## config.mk

```make
export PLATFORM = sky130hd
export DESIGN_NAME = fixed_step_ray_march_top
export DESIGN_NICKNAME = d
export VERILOG_FILES = /design/src/sv/fsrm_pkg.sv /design/src/sv/fsrm_ram.sv /design/src/sv/fsrm_setup.sv /design/src/sv/fsrm_march.sv /design/src/sv/fixed_step_ray_march_top.sv
export VERILOG_INCLUDE_DIRS = /design/src /design/src/sv
export SDC_FILE = /design/constraint.sdc
export NUM_CORES = 2
export LEC_CHECK = 0
export ABC_AREA = 1
export BUFFER_PORTS_ARGS = -buffer_cell sky130_fd_sc_hd__buf_2
export CORE_MARGIN = 8
export CORE_UTILIZATION = 30
export DETAILED_ROUTE_END_ITERATION = 6
export MAX_ROUTING_LAYER = met4
export PLACE_DENSITY_LB_ADDON = 0.15
export SLEW_MARGIN = 10
export SYNTH_ARGS = -nofsm -noshare
export SYNTH_HDL_FRONTEND = slang
export SYNTH_SLANG_ARGS = --single-unit
export TNS_END_PERCENT = 1
```

## constraint.sdc

```tcl
create_clock -name clk_i -period 8.9 [get_ports clk_i]
set_clock_uncertainty 0.2 [all_clocks]
set_input_delay 1.335 -clock clk_i [delete_from_list [all_inputs] [get_ports clk_i]]
set_output_delay 1.335 -clock clk_i [all_outputs]
set_load 0.01 [all_outputs]
```

## src/sv/fixed_step_ray_march_top_assert.svh

```systemverilog
// assertion macros for the fixed-step ray marcher
`ifndef FIXED_STEP_RAY_MARCH_TOP_ASSERT_SVH
`define FIXED_STEP_RAY_MARCH_TOP_ASSERT_SVH

// same-cycle implication on clk_i, quiet while reset is low
`define FSRM_ASSERT_NOW(lbl, ante, cons, msg) \
  lbl: assert property (@(posedge clk_i) disable iff (!rst_ni) (ante) |-> (cons)) \
    else $error(msg);

// next-cycle implication on clk_i, quiet while reset is low
`define FSRM_ASSERT_NEXT(lbl, ante, cons, msg) \
  lbl: assert property (@(posedge clk_i) disable iff (!rst_ni) (ante) |=> (cons)) \
    else $error(msg);

`endif

```

## src/sv/fsrm_pkg.sv

```systemverilog
// shared types, constants and codes of the fixed-step ray marcher
package fsrm_pkg;

  // default geometry and sine resolution
  localparam int GRID_COLS    = 16;
  localparam int GRID_ROWS    = 16;
  localparam int SINE_ENTRIES = 1024;

  // tile store
  localparam int CELL_COUNT = 256;
  localparam int CELL_AW    = 8;
  localparam int TILE_W     = 2;

  // number formats
  localparam int POS_IN_W  = 24;
  localparam int POS_W     = 30;
  localparam int STEP_W    = 22;
  localparam int FRAC_BITS = 20;
  localparam int MUL_W     = 32;
  localparam int PROD_W    = 64;
  localparam int CFG_DATA_W = 20;

  // register reset values
  localparam logic [14:0] HALF_FOV_RST    = 15'd4551;
  localparam logic [15:0] ANGLE_STEP_RST  = 16'd76;
  localparam logic [19:0] STEP_LENGTH_RST = 20'd1049;
  localparam logic [15:0] MAX_STEPS_RST   = 16'd3499;

  // quarter-wave sine polynomial
  localparam logic [16:0] SIN_A   = 17'd102944;
  localparam logic [15:0] SIN_B   = 16'd42048;
  localparam logic [12:0] SIN_C   = 13'd4640;
  localparam logic [15:0] QUARTER = 16'd16384;
  localparam logic [37:0] ROUND_HALF = 38'd32768;

  // request kinds
  localparam logic REQ_WRITE = 1'b0;
  localparam logic REQ_CAST  = 1'b1;

  typedef enum logic [1:0] {
    CFG_HALF_FOV    = 2'd0,
    CFG_ANGLE_STEP  = 2'd1,
    CFG_STEP_LENGTH = 2'd2,
    CFG_MAX_STEPS   = 2'd3
  } cfg_reg_e;

  typedef enum logic [1:0] {
    ST_IDLE,
    ST_SETUP,
    ST_MARCH,
    ST_HOLD
  } top_state_e;

  typedef enum logic [3:0] {
    SU_IDLE,
    SU_ANGLE,
    SU_INDEX,
    SU_QUOT,
    SU_CHECK,
    SU_PHASE,
    SU_SQUARE,
    SU_POLY1,
    SU_POLY2,
    SU_POLY3,
    SU_SCALE,
    SU_SIGN,
    SU_DONE
  } setup_state_e;

  typedef struct packed {
    logic [14:0] half_fov;
    logic [15:0] angle_step;
    logic [19:0] step_length;
    logic [15:0] max_steps;
  } cfg_t;

  typedef struct packed {
    logic        req_type;
    logic [23:0] pos_x;
    logic [23:0] pos_y;
    logic [15:0] view_angle;
    logic [9:0]  column;
    logic [7:0]  cell_index;
    logic [1:0]  tile_code;
  } in_req_t;

  typedef struct packed {
    logic [9:0]  column_out;
    logic        wall_found;
    logic [15:0] step_count;
  } out_res_t;

  typedef struct packed {
    logic                     done;
    logic signed [STEP_W-1:0] dx;
    logic signed [STEP_W-1:0] dy;
  } setup_res_t;

  typedef struct packed {
    logic               en;
    logic [CELL_AW-1:0] addr;
  } rd_req_t;

  typedef struct packed {
    logic        done;
    logic        wall_found;
    logic [15:0] step_count;
  } march_res_t;

endpackage

```

## src/sv/fsrm_ram.sv

```systemverilog
// generic single-write, single-read ram with registered read data
module fsrm_ram #(
  parameter int WIDTH = fsrm_pkg::TILE_W,
  parameter int DEPTH = fsrm_pkg::CELL_COUNT
) (
  input  logic                     clk_i,
  input  logic                     we_i,
  input  logic [$clog2(DEPTH)-1:0] waddr_i,
  input  logic [WIDTH-1:0]         wdata_i,
  input  logic                     re_i,
  input  logic [$clog2(DEPTH)-1:0] raddr_i,
  output logic [WIDTH-1:0]         rdata_o
);

  logic [WIDTH-1:0] mem_q [DEPTH];

  always_ff @(posedge clk_i) begin
    if (we_i) begin
      mem_q[waddr_i] <= wdata_i;
    end
    if (re_i) begin
      rdata_o <= mem_q[raddr_i];
    end
  end

endmodule

```

## src/sv/fsrm_setup.sv

```systemverilog
// ray angle, phase and step vector, built on one shared multiplier
module fsrm_setup #(
  parameter int SINE_ENTRIES = fsrm_pkg::SINE_ENTRIES
) (
  input  logic                 clk_i,
  input  logic                 rst_ni,
  input  logic                 start_i,
  input  logic [15:0]          view_angle_i,
  input  logic [9:0]           column_i,
  input  fsrm_pkg::cfg_t       cfg_i,
  output fsrm_pkg::setup_res_t res_o
);

  // table size and its scaled reciprocal for the phase quotient
  localparam logic [16:0] SE_V  = 17'(SINE_ENTRIES);
  localparam logic [31:0] RECIP = 32'((64'd1 << 32) / 64'(SINE_ENTRIES));

  fsrm_pkg::setup_state_e state_q, state_d;

  logic [fsrm_pkg::MUL_W-1:0]  mul_a, mul_b;
  logic [fsrm_pkg::PROD_W-1:0] prod_q;

  logic [15:0] idx_q, idx_d;
  logic [16:0] quo_q, quo_d;
  logic [15:0] phase_q, phase_d;
  logic [14:0] f_q, f_d;
  logic [14:0] x2_q, x2_d;
  logic        neg_q, neg_d;
  logic        pass_q, pass_d;
  logic signed [fsrm_pkg::STEP_W-1:0] dx_q, dx_d, dy_q, dy_d;

  logic [15:0] angle_w;
  logic [15:0] psel_w;
  logic [13:0] frac_w;
  logic [14:0] fold_w;
  logic [15:0] poly_b_w;
  logic [16:0] poly_a_w;
  logic [37:0] rnd_w;
  logic signed [fsrm_pkg::STEP_W-1:0] spos_w, sneg_w;

  always_comb begin
    angle_w  = view_angle_i - {1'b0, cfg_i.half_fov} + prod_q[15:0];
    psel_w   = pass_q ? (phase_q + fsrm_pkg::QUARTER) : phase_q;
    frac_w   = psel_w[13:0];
    // odd quadrants mirror the fraction
    fold_w   = psel_w[14] ? (15'd16384 - {1'b0, frac_w}) : {1'b0, frac_w};
    poly_b_w = fsrm_pkg::SIN_B - prod_q[29:14];
    poly_a_w = fsrm_pkg::SIN_A - {1'b0, prod_q[29:14]};
    rnd_w    = prod_q[37:0] + fsrm_pkg::ROUND_HALF;
    spos_w   = {1'b0, rnd_w[36:16]};
    sneg_w   = -spos_w;
  end

  always_comb begin
    state_d = state_q;
    mul_a   = '0;
    mul_b   = '0;
    idx_d   = idx_q;
    quo_d   = quo_q;
    phase_d = phase_q;
    f_d     = f_q;
    x2_d    = x2_q;
    neg_d   = neg_q;
    pass_d  = pass_q;
    dx_d    = dx_q;
    dy_d    = dy_q;
    case (state_q)
      fsrm_pkg::SU_IDLE: begin
        if (start_i) begin
          state_d = fsrm_pkg::SU_ANGLE;
        end
      end
      fsrm_pkg::SU_ANGLE: begin
        mul_a   = {22'b0, column_i};
        mul_b   = {16'b0, cfg_i.angle_step};
        state_d = fsrm_pkg::SU_INDEX;
      end
      fsrm_pkg::SU_INDEX: begin
        mul_a   = {16'b0, angle_w};
        mul_b   = {15'b0, SE_V};
        state_d = fsrm_pkg::SU_QUOT;
      end
      fsrm_pkg::SU_QUOT: begin
        idx_d   = prod_q[31:16];
        mul_a   = {16'b0, prod_q[31:16]};
        mul_b   = RECIP;
        state_d = fsrm_pkg::SU_CHECK;
      end
      fsrm_pkg::SU_CHECK: begin
        // estimate may be one short; test the next quotient
        quo_d   = prod_q[32:16];
        mul_a   = {15'b0, prod_q[32:16]} + 32'd1;
        mul_b   = {15'b0, SE_V};
        state_d = fsrm_pkg::SU_PHASE;
      end
      fsrm_pkg::SU_PHASE: begin
        if (prod_q[32:0] <= {1'b0, idx_q, 16'b0}) begin
          phase_d = 16'(quo_q + 17'd1);
        end else begin
          phase_d = quo_q[15:0];
        end
        pass_d  = 1'b0;
        state_d = fsrm_pkg::SU_SQUARE;
      end
      fsrm_pkg::SU_SQUARE: begin
        f_d     = fold_w;
        neg_d   = psel_w[15];
        mul_a   = {17'b0, fold_w};
        mul_b   = {17'b0, fold_w};
        state_d = fsrm_pkg::SU_POLY1;
      end
      fsrm_pkg::SU_POLY1: begin
        x2_d    = prod_q[28:14];
        mul_a   = {19'b0, fsrm_pkg::SIN_C};
        mul_b   = {17'b0, prod_q[28:14]};
        state_d = fsrm_pkg::SU_POLY2;
      end
      fsrm_pkg::SU_POLY2: begin
        mul_a   = {16'b0, poly_b_w};
        mul_b   = {17'b0, x2_q};
        state_d = fsrm_pkg::SU_POLY3;
      end
      fsrm_pkg::SU_POLY3: begin
        mul_a   = {15'b0, poly_a_w};
        mul_b   = {17'b0, f_q};
        state_d = fsrm_pkg::SU_SCALE;
      end
      fsrm_pkg::SU_SCALE: begin
        mul_a   = {15'b0, prod_q[30:14]};
        mul_b   = {12'b0, cfg_i.step_length};
        state_d = fsrm_pkg::SU_SIGN;
      end
      fsrm_pkg::SU_SIGN: begin
        if (!pass_q) begin
          dx_d    = neg_q ? sneg_w : spos_w;
          pass_d  = 1'b1;
          state_d = fsrm_pkg::SU_SQUARE;
        end else begin
          // y step runs against the cosine
          dy_d    = neg_q ? spos_w : sneg_w;
          state_d = fsrm_pkg::SU_DONE;
        end
      end
      fsrm_pkg::SU_DONE: begin
        state_d = fsrm_pkg::SU_IDLE;
      end
      default: begin
        state_d = fsrm_pkg::SU_IDLE;
      end
    endcase
  end

  always_ff @(posedge clk_i or negedge rst_ni) begin
    if (!rst_ni) begin
      state_q <= fsrm_pkg::SU_IDLE;
      pass_q  <= 1'b0;
    end else begin
      state_q <= state_d;
      pass_q  <= pass_d;
    end
  end

  always_ff @(posedge clk_i) begin
    prod_q  <= {32'b0, mul_a} * {32'b0, mul_b};
    idx_q   <= idx_d;
    quo_q   <= quo_d;
    phase_q <= phase_d;
    f_q     <= f_d;
    x2_q    <= x2_d;
    neg_q   <= neg_d;
    dx_q    <= dx_d;
    dy_q    <= dy_d;
  end

  assign res_o.done = (state_q == fsrm_pkg::SU_DONE);
  assign res_o.dx   = dx_q;
  assign res_o.dy   = dy_q;

endmodule

```

## src/sv/fsrm_march.sv

```systemverilog
// fixed-step march: one step issued per cycle, wall test in the cycle after
module fsrm_march #(
  parameter int GRID_COLS = fsrm_pkg::GRID_COLS,
  parameter int GRID_ROWS = fsrm_pkg::GRID_ROWS
) (
  input  logic                                clk_i,
  input  logic                                rst_ni,
  input  logic                                start_i,
  input  logic [fsrm_pkg::POS_IN_W-1:0]       pos_x_i,
  input  logic [fsrm_pkg::POS_IN_W-1:0]       pos_y_i,
  input  logic signed [fsrm_pkg::STEP_W-1:0]  dx_i,
  input  logic signed [fsrm_pkg::STEP_W-1:0]  dy_i,
  input  logic [15:0]                         max_steps_i,
  input  logic [fsrm_pkg::TILE_W-1:0]         cell_code_i,
  output fsrm_pkg::rd_req_t                   rd_o,
  output fsrm_pkg::march_res_t                res_o
);

  localparam int PW = fsrm_pkg::POS_W;
  localparam int SW = fsrm_pkg::STEP_W;
  localparam int FB = fsrm_pkg::FRAC_BITS;
  localparam logic [8:0]  MW    = 9'(GRID_COLS);
  localparam logic [8:0]  MH    = 9'(GRID_ROWS);
  localparam logic [17:0] CELLS = 18'(fsrm_pkg::CELL_COUNT);

  logic signed [PW-1:0] px_q, py_q, nx_w, ny_w;
  logic [15:0] k_q, kn_w, s2_k_q;
  logic        issue_q, s2_vld_q, s2_oob_q, zero_q;
  logic [8:0]  tx_w, ty_w;
  logic [17:0] lin_w;
  logic        oob_w, done_w, hit_w;

  always_comb begin
    nx_w  = px_q + {{(PW-SW){dx_i[SW-1]}}, dx_i};
    ny_w  = py_q + {{(PW-SW){dy_i[SW-1]}}, dy_i};
    kn_w  = k_q + 16'd1;
    tx_w  = nx_w[PW-2:FB];
    ty_w  = ny_w[PW-2:FB];
    lin_w = {9'b0, ty_w} * {9'b0, MW} + {9'b0, tx_w};
    // negative, beyond the map or past the store all count as wall
    oob_w = nx_w[PW-1] | ny_w[PW-1] | (tx_w >= MW) | (ty_w >= MH) | (lin_w >= CELLS);
  end

  always_comb begin
    done_w = 1'b0;
    hit_w  = 1'b0;
    if (zero_q) begin
      done_w = 1'b1;
    end else if (s2_vld_q && (s2_oob_q || (cell_code_i != '0))) begin
      done_w = 1'b1;
      hit_w  = 1'b1;
    end else if (s2_vld_q && (s2_k_q == max_steps_i)) begin
      done_w = 1'b1;
    end
  end

  always_ff @(posedge clk_i or negedge rst_ni) begin
    if (!rst_ni) begin
      issue_q  <= 1'b0;
      s2_vld_q <= 1'b0;
      zero_q   <= 1'b0;
    end else if (start_i) begin
      issue_q  <= (max_steps_i != 16'd0);
      zero_q   <= (max_steps_i == 16'd0);
      s2_vld_q <= 1'b0;
    end else begin
      zero_q <= 1'b0;
      if (done_w) begin
        issue_q  <= 1'b0;
        s2_vld_q <= 1'b0;
      end else begin
        s2_vld_q <= issue_q;
        if (issue_q) begin
          issue_q <= !(oob_w || (kn_w == max_steps_i));
        end
      end
    end
  end

  always_ff @(posedge clk_i) begin
    if (start_i) begin
      px_q <= {{(PW-fsrm_pkg::POS_IN_W){1'b0}}, pos_x_i};
      py_q <= {{(PW-fsrm_pkg::POS_IN_W){1'b0}}, pos_y_i};
      k_q  <= 16'd0;
    end else if (issue_q && !done_w) begin
      px_q     <= nx_w;
      py_q     <= ny_w;
      k_q      <= kn_w;
      s2_k_q   <= kn_w;
      s2_oob_q <= oob_w;
    end
  end

  assign rd_o.en          = issue_q & ~oob_w;
  assign rd_o.addr        = lin_w[fsrm_pkg::CELL_AW-1:0];
  assign res_o.done       = done_w;
  assign res_o.wall_found = hit_w;
  assign res_o.step_count = hit_w ? s2_k_q : 16'd0;

endmodule

```

## src/sv/fixed_step_ray_march_top.sv

```systemverilog
// top level of the fixed-step ray marcher over a tile map
//
//  channel  | direction | handshake               | payload
//  ---------+-----------+-------------------------+-------------------------
//  in       | in        | in_valid_i / in_ready_o | in_req_i  (in_req_t)
//  out      | out       | out_valid_o / out_ready_i | out_res_o (out_res_t)
//  cfg      | in        | cfg_we_i (no wait)      | cfg_idx_i, cfg_data_i
//
//  a map write request gives no result
//  a cast request runs setup on the shared multiplier, then tries at most
//  max_steps march steps before its result shows, one march step per cycle
//  set by the single read port of the tile ram
//  reset clears one valid bit per cell, so no clearing pass is needed
//  a finished result sits in the output register; the next one waits in hold
`include "fixed_step_ray_march_top_assert.svh"

module fixed_step_ray_march_top #(
  parameter int GRID_COLS    = fsrm_pkg::GRID_COLS,
  parameter int GRID_ROWS    = fsrm_pkg::GRID_ROWS,
  parameter int SINE_ENTRIES = fsrm_pkg::SINE_ENTRIES
) (
  input  logic                              clk_i,
  input  logic                              rst_ni,
  // configuration write port
  input  logic                              cfg_we_i,
  input  logic [1:0]                        cfg_idx_i,
  input  logic [fsrm_pkg::CFG_DATA_W-1:0]   cfg_data_i,
  // request channel
  input  logic                              in_valid_i,
  output logic                              in_ready_o,
  input  fsrm_pkg::in_req_t                 in_req_i,
  // result channel
  output logic                              out_valid_o,
  input  logic                              out_ready_i,
  output fsrm_pkg::out_res_t                out_res_o
);

  fsrm_pkg::top_state_e state_q, state_d;
  fsrm_pkg::cfg_t       cfg_q;
  fsrm_pkg::in_req_t    req_q;
  fsrm_pkg::out_res_t   res_q, out_q;
  logic                 out_valid_q, out_valid_d;

  fsrm_pkg::setup_res_t setup_res;
  fsrm_pkg::march_res_t march_res;
  fsrm_pkg::rd_req_t    rd_req;

  logic in_acc, cast_acc, write_acc;
  logic march_start, res_load, out_load;

  // per-cell valid bits: an unwritten cell reads as open
  logic [fsrm_pkg::CELL_COUNT-1:0] tile_vld_q;
  logic                            rd_vld_q;
  logic [fsrm_pkg::TILE_W-1:0]     ram_rdata, cell_code;

  // ---------------------------------------------------------------- config
  always_ff @(posedge clk_i or negedge rst_ni) begin
    if (!rst_ni) begin
      cfg_q.half_fov    <= fsrm_pkg::HALF_FOV_RST;
      cfg_q.angle_step  <= fsrm_pkg::ANGLE_STEP_RST;
      cfg_q.step_length <= fsrm_pkg::STEP_LENGTH_RST;
      cfg_q.max_steps   <= fsrm_pkg::MAX_STEPS_RST;
    end else if (cfg_we_i) begin
      case (fsrm_pkg::cfg_reg_e'(cfg_idx_i))
        fsrm_pkg::CFG_HALF_FOV:    cfg_q.half_fov    <= cfg_data_i[14:0];
        fsrm_pkg::CFG_ANGLE_STEP:  cfg_q.angle_step  <= cfg_data_i[15:0];
        fsrm_pkg::CFG_STEP_LENGTH: cfg_q.step_length <= cfg_data_i[19:0];
        fsrm_pkg::CFG_MAX_STEPS:   cfg_q.max_steps   <= cfg_data_i[15:0];
        default: begin
        end
      endcase
    end
  end

  // ---------------------------------------------------------------- control
  assign in_ready_o = (state_q == fsrm_pkg::ST_IDLE);
  assign in_acc     = in_valid_i & in_ready_o;
  assign cast_acc   = in_acc & (in_req_i.req_type == fsrm_pkg::REQ_CAST);
  assign write_acc  = in_acc & (in_req_i.req_type == fsrm_pkg::REQ_WRITE);

  always_comb begin
    state_d     = state_q;
    march_start = 1'b0;
    res_load    = 1'b0;
    out_load    = 1'b0;
    case (state_q)
      fsrm_pkg::ST_IDLE: begin
        if (cast_acc) begin
          state_d = fsrm_pkg::ST_SETUP;
        end
      end
      fsrm_pkg::ST_SETUP: begin
        // step vector ready: start marching from the player position
        if (setup_res.done) begin
          march_start = 1'b1;
          state_d     = fsrm_pkg::ST_MARCH;
        end
      end
      fsrm_pkg::ST_MARCH: begin
        if (march_res.done) begin
          res_load = 1'b1;
          state_d  = fsrm_pkg::ST_HOLD;
        end
      end
      fsrm_pkg::ST_HOLD: begin
        // wait until the output register is free
        if (!out_valid_q || out_ready_i) begin
          out_load = 1'b1;
          state_d  = fsrm_pkg::ST_IDLE;
        end
      end
      default: begin
        state_d = fsrm_pkg::ST_IDLE;
      end
    endcase
  end

  always_comb begin
    out_valid_d = out_valid_q;
    if (out_load) begin
      out_valid_d = 1'b1;
    end else if (out_ready_i) begin
      out_valid_d = 1'b0;
    end
  end

  always_ff @(posedge clk_i or negedge rst_ni) begin
    if (!rst_ni) begin
      state_q     <= fsrm_pkg::ST_IDLE;
      out_valid_q <= 1'b0;
      tile_vld_q  <= '0;
    end else begin
      state_q     <= state_d;
      out_valid_q <= out_valid_d;
      if (write_acc) begin
        tile_vld_q[in_req_i.cell_index] <= 1'b1;
      end
    end
  end

  // request and result payload
  always_ff @(posedge clk_i) begin
    if (cast_acc) begin
      req_q <= in_req_i;
    end
    if (res_load) begin
      res_q.column_out <= req_q.column;
      res_q.wall_found <= march_res.wall_found;
      res_q.step_count <= march_res.step_count;
    end
    if (out_load) begin
      out_q <= res_q;
    end
    if (rd_req.en) begin
      rd_vld_q <= tile_vld_q[rd_req.addr];
    end
  end

  assign out_valid_o = out_valid_q;
  assign out_res_o   = out_q;

  // ---------------------------------------------------------------- datapath
  // angle, phase and scaled sine/cosine on the shared multiplier
  fsrm_setup #(
    .SINE_ENTRIES (SINE_ENTRIES)
  ) u_setup (
    .clk_i        (clk_i),
    .rst_ni       (rst_ni),
    .start_i      (cast_acc),
    .view_angle_i (req_q.view_angle),
    .column_i     (req_q.column),
    .cfg_i        (cfg_q),
    .res_o        (setup_res)
  );

  // tile map store, written by map requests, read by the marcher
  fsrm_ram #(
    .WIDTH (fsrm_pkg::TILE_W),
    .DEPTH (fsrm_pkg::CELL_COUNT)
  ) u_tile_ram (
    .clk_i   (clk_i),
    .we_i    (write_acc),
    .waddr_i (in_req_i.cell_index),
    .wdata_i (in_req_i.tile_code),
    .re_i    (rd_req.en),
    .raddr_i (rd_req.addr),
    .rdata_o (ram_rdata)
  );

  assign cell_code = rd_vld_q ? ram_rdata : '0;

  // step walker with its wall test
  fsrm_march #(
    .GRID_COLS (GRID_COLS),
    .GRID_ROWS (GRID_ROWS)
  ) u_march (
    .clk_i       (clk_i),
    .rst_ni      (rst_ni),
    .start_i     (march_start),
    .pos_x_i     (req_q.pos_x),
    .pos_y_i     (req_q.pos_y),
    .dx_i        (setup_res.dx),
    .dy_i        (setup_res.dy),
    .max_steps_i (cfg_q.max_steps),
    .cell_code_i (cell_code),
    .rd_o        (rd_req),
    .res_o       (march_res)
  );

  // ---------------------------------------------------------------- checks
  `FSRM_ASSERT_NOW(a_setup_in_phase, setup_res.done, state_q == fsrm_pkg::ST_SETUP, "setup done outside setup phase")
  `FSRM_ASSERT_NEXT(a_cast_starts, cast_acc, state_q == fsrm_pkg::ST_SETUP, "cast request did not start setup")
  `FSRM_ASSERT_NOW(a_miss_zero, out_valid_o && !out_res_o.wall_found, out_res_o.step_count == 16'd0, "no-hit result with nonzero step count")
  `FSRM_ASSERT_NOW(a_hit_range, out_valid_o && out_res_o.wall_found, (out_res_o.step_count != 16'd0) && (out_res_o.step_count <= cfg_q.max_steps), "hit step count out of range")

endmodule
```

==> results.ini <==
[routing]
vias = 51116
dr.pass1.iters = 5
wl_per_cell_um = 21.1
drc = 0
drtIter0Drc = 3644
wl_um = 223000
viasPerCell = 4.84
drtAntennaViolNets = 0

[synth]
synth_top_family_by_area = simple AND/OR/NAND/NOR gates
synth-adder-area-share_pct = 13.1
synth-seq-cells = 1230
yosysSeqAreaShare_pct = 50.4
synth_most_common_cell = nand2_1
yosysWarnings = 0
synthSimpleGateAreaFrac_pct = 22.5
synth_area_leaders = edfxtp_1 36%, dfrtp_1 11%, fa_1 9.3%, nand2_1 9.0%, nand3_1 6.4%
synth_edf_count = 831
synth-xor-area-share_pct = 2.07
synth_cell_type_count = 70
synth_top_flop_cell = edfxtp_1
synth_commonest_cells = 1653 x nand2_1, 873 x nand3_1, 863 x inv_1
syn_avg_cell_area_sq_um = 9.50
synthArstFlopShare_pct = 27.2
netlist_area_sq_um = 68800
synthCells = 7239
synth_top_area_share_pct = 36.3
muxShareOfSynthArea_pct = 0.0819
synth_top_area_cell = edfxtp_1
synth-compound-area-share_pct = 4.90

[clock_network]
cts_root_buffer = clkbuf_16
clk_pin_slew_ns = 0.06
insertion_delay_ns = 0.81
cts_hold_buf = 0
cts.sinks = 1230
htree_num_levels = 4
cts_tree = done
clockBufferDepth = 3
cts_buffers = 146

[sta]
fin_crit_ns = 8.55
whs_ns = 0.213
fmax_ghz = 0.117
drv_slew = 0
final-setup-viol-count = 0
finalWorstSetupSlack_ns = 0.351
worst_slew_pin_slew_ns = 1.14
hold_violations = 0
slew_headroom_pct = 24.1
finalCritPeriodShare_pct = 96.1

[floorplan]
core_area_sq_um = 228000
die_area_sq_um = 245000
io_pins = 141
row_count = 175
start_util_pct = 30.2
die_y_um = 495
die_w_um = 495

[setup_path]
required_ns = 9.34
critical_path_class = flip-flop to flip-flop
cp_max_fo = 11
start_kind = flip-flop
crit_top_cell = fa_1
endpoint_kind = flip-flop
cp_top_family = adder cells
crit_start = cfg_q[53]
crit_arrival_ns = 8.99
slowest_stage = fa_1
slowest_delay_ns = 0.58
r2r_start = cfg_q[53]
critPathBufInv = 8

[final_layout]
final_core_util_pct = 34.4
stdcell_count = 10564
area_growth_pct = 14.0
regArea_sq_um = 34600
multiInputGateArea_sq_um = 29600
fin_nets = 8074
nFillCells = 23439
drive_gt1_share_pct = 12.3

[pwr]
power_density_nw_per_um2 = 406
p_total_w = 0.0318
leakagePower_nw = 34.3
irDropWorstVdd_mv = 0.680

[placed_design]
dp_slack_ns = -0.00541
dp.cells = 10290
gp_congestion = 0.895
port_buffers = 140
hpwl_um = 151000

[run]
drv_cap = 0

[global_route]
grt_max_degree = 195
antenna_found_initial = 6
grt_pass1_wl_um = 333000
grt_pass1_vias = 51869
grt.total_usage_pct = 18.4
grt.overflow.total = 0

[hold_path]
hp-class = flip-flop to flip-flop
hold_start = res_q[25]

[status]
outcome = completed

-- logic make-up (layout without fill, tap and decap cells) --
| kind of cell | after synthesis | after routing |
|---|---|---|
| xor+xnor | 160 | 160 |
| simple gates | 3532 | 3532 |
| flops | 1230 | 1230 |
| buf+inv | 1189 | 1488 |
| mux | 5 | 5 |
| other cells | 2 | 19 |
| fa+ha+maj | 530 | 530 |
| compound gates | 591 | 591 |
-- cell type report --
type	count	area share [%]
Antenna cell	1	0.00319
Clock buffer	202	5.17
Clock inverter	68	0.900
Inverter	894	4.28
Multi-Input combinational cell	4836	37.8
Sequential cell	1230	44.2
Tap cell	3009	4.80
Timing Repair Buffer	324	2.89
-- per-layer routing --
metal	global-route usage [%]	part of all wire (%)	vias up
met4	4.63	2.5	0
met2	29.6	47	1264
met3	2.38	4.5	305
met1	24.8	46	25431
li1	-	-	24116
met5	-	0	-
-- power breakdown --
part | total, W | internal [W] | switching, W | leakage [nW]
combinational | 0.0187 | 0.00689 | 0.0118 | 19.5
sequential | 0.00722 | 0.00686 | 0.000363 | 12.5
clock | 0.00596 | 0.00345 | 0.00252 | 2.33
-- registers in the layout, summed over array words and instances (netlist names), 2 cells and up --
| register | count |
|---|---|
| cfg_q | 67 |
| out_res_o | 27 |
| req_q | 74 |
| res_q | 27 |
| state_q | 2 |
| tile_vld_q | 256 |
| u_march.k_q | 16 |
| u_march.px_q | 30 |
| u_march.py_q | 30 |
| u_march.s2_k_q | 16 |
| u_setup.dx_q | 22 |
| u_setup.dy_q | 22 |
| u_setup.f_q | 15 |
| u_setup.idx_q | 16 |
| u_setup.phase_q | 16 |
| u_setup.prod_q | 37 |
| u_setup.quo_q | 16 |
| u_setup.state_q | 4 |
| u_setup.x2_q | 15 |
| u_tile_ram.mem_q | 512 |
| u_tile_ram.rdata_o | 2 |
-- per-stage QoR --
step / instance area [sq um] / setup TNS, ns
3_5_place_dp: 73500 / -0.00541
6_report: 78400 / 0
3_3_place_gp: 73500 / 0
4_1_cts: 78300 / 0
2_1_floorplan: 68800 / 0
5_1_grt: 78400 / -0.0267
-- worst paths after layout --
kind / to / slack, ns / depth (start not counted)
worst max register to register: u_setup.prod_q[33] / 0.35 / 31
worst min register to register: out_res_o[25] / 0.21 / 0
worst min-delay path: out_res_o[25] / 0.21 / 0
min in group asynchronous: tile_vld_q[196] / 0.42 / 1
worst max-delay path: u_setup.prod_q[33] / 0.35 / 31
max in group asynchronous: cfg_q[56] / 6.76 / 2
-- worst register-to-register path, delay by kind of cell, from the launching register on --
kind | cells | cell delay [ns]
adder cells (fa/ha/maj) | 9 | 4.37
XOR/XNOR | 1 | 0.16
buffers and inverters | 8 | 1.02
AO/OA/AOI/OAI | 6 | 1.05
AND/OR/NAND/NOR | 7 | 1.09
flip-flops | 1 | 0.55
-- what timing repair did --
| item | 4_1_cts | 5_1_grt |
|---|---|---|
| gates resized for setup | 1 | 24 |
| gates cloned | 0 | 0 |
| buffers inserted | 0 | 3 |
| endpoints found under the setup margin | 2 | 16 |
-- layout by cell type (no fill, tap or decap), drive strengths merged, types with 3 or more instances in the layout --
cell type,count
a2111oi,4
a211oi,13
a21boi,6
a21o,12
a21oi,174
a221oi,10
a22o,12
a311oi,4
a31oi,13
and3,3
buf,324
bufinv,8
clkbuf,202
clkinv,66
conb,18
dfrtp,312
dfstp,22
dfxtp,65
edfxtp,831
fa,319
ha,211
inv,886
mux2,5
nand2,1660
nand3,876
nand3b,3
nand4,39
nor2,594
nor3,58
nor4,27
o2111ai,10
o211ai,15
o21a,6
o21ai,269
o21bai,10
o22ai,18
o31ai,7
or2,268
xnor2,45
xor2,114
(Power assumes the default switching activity.)
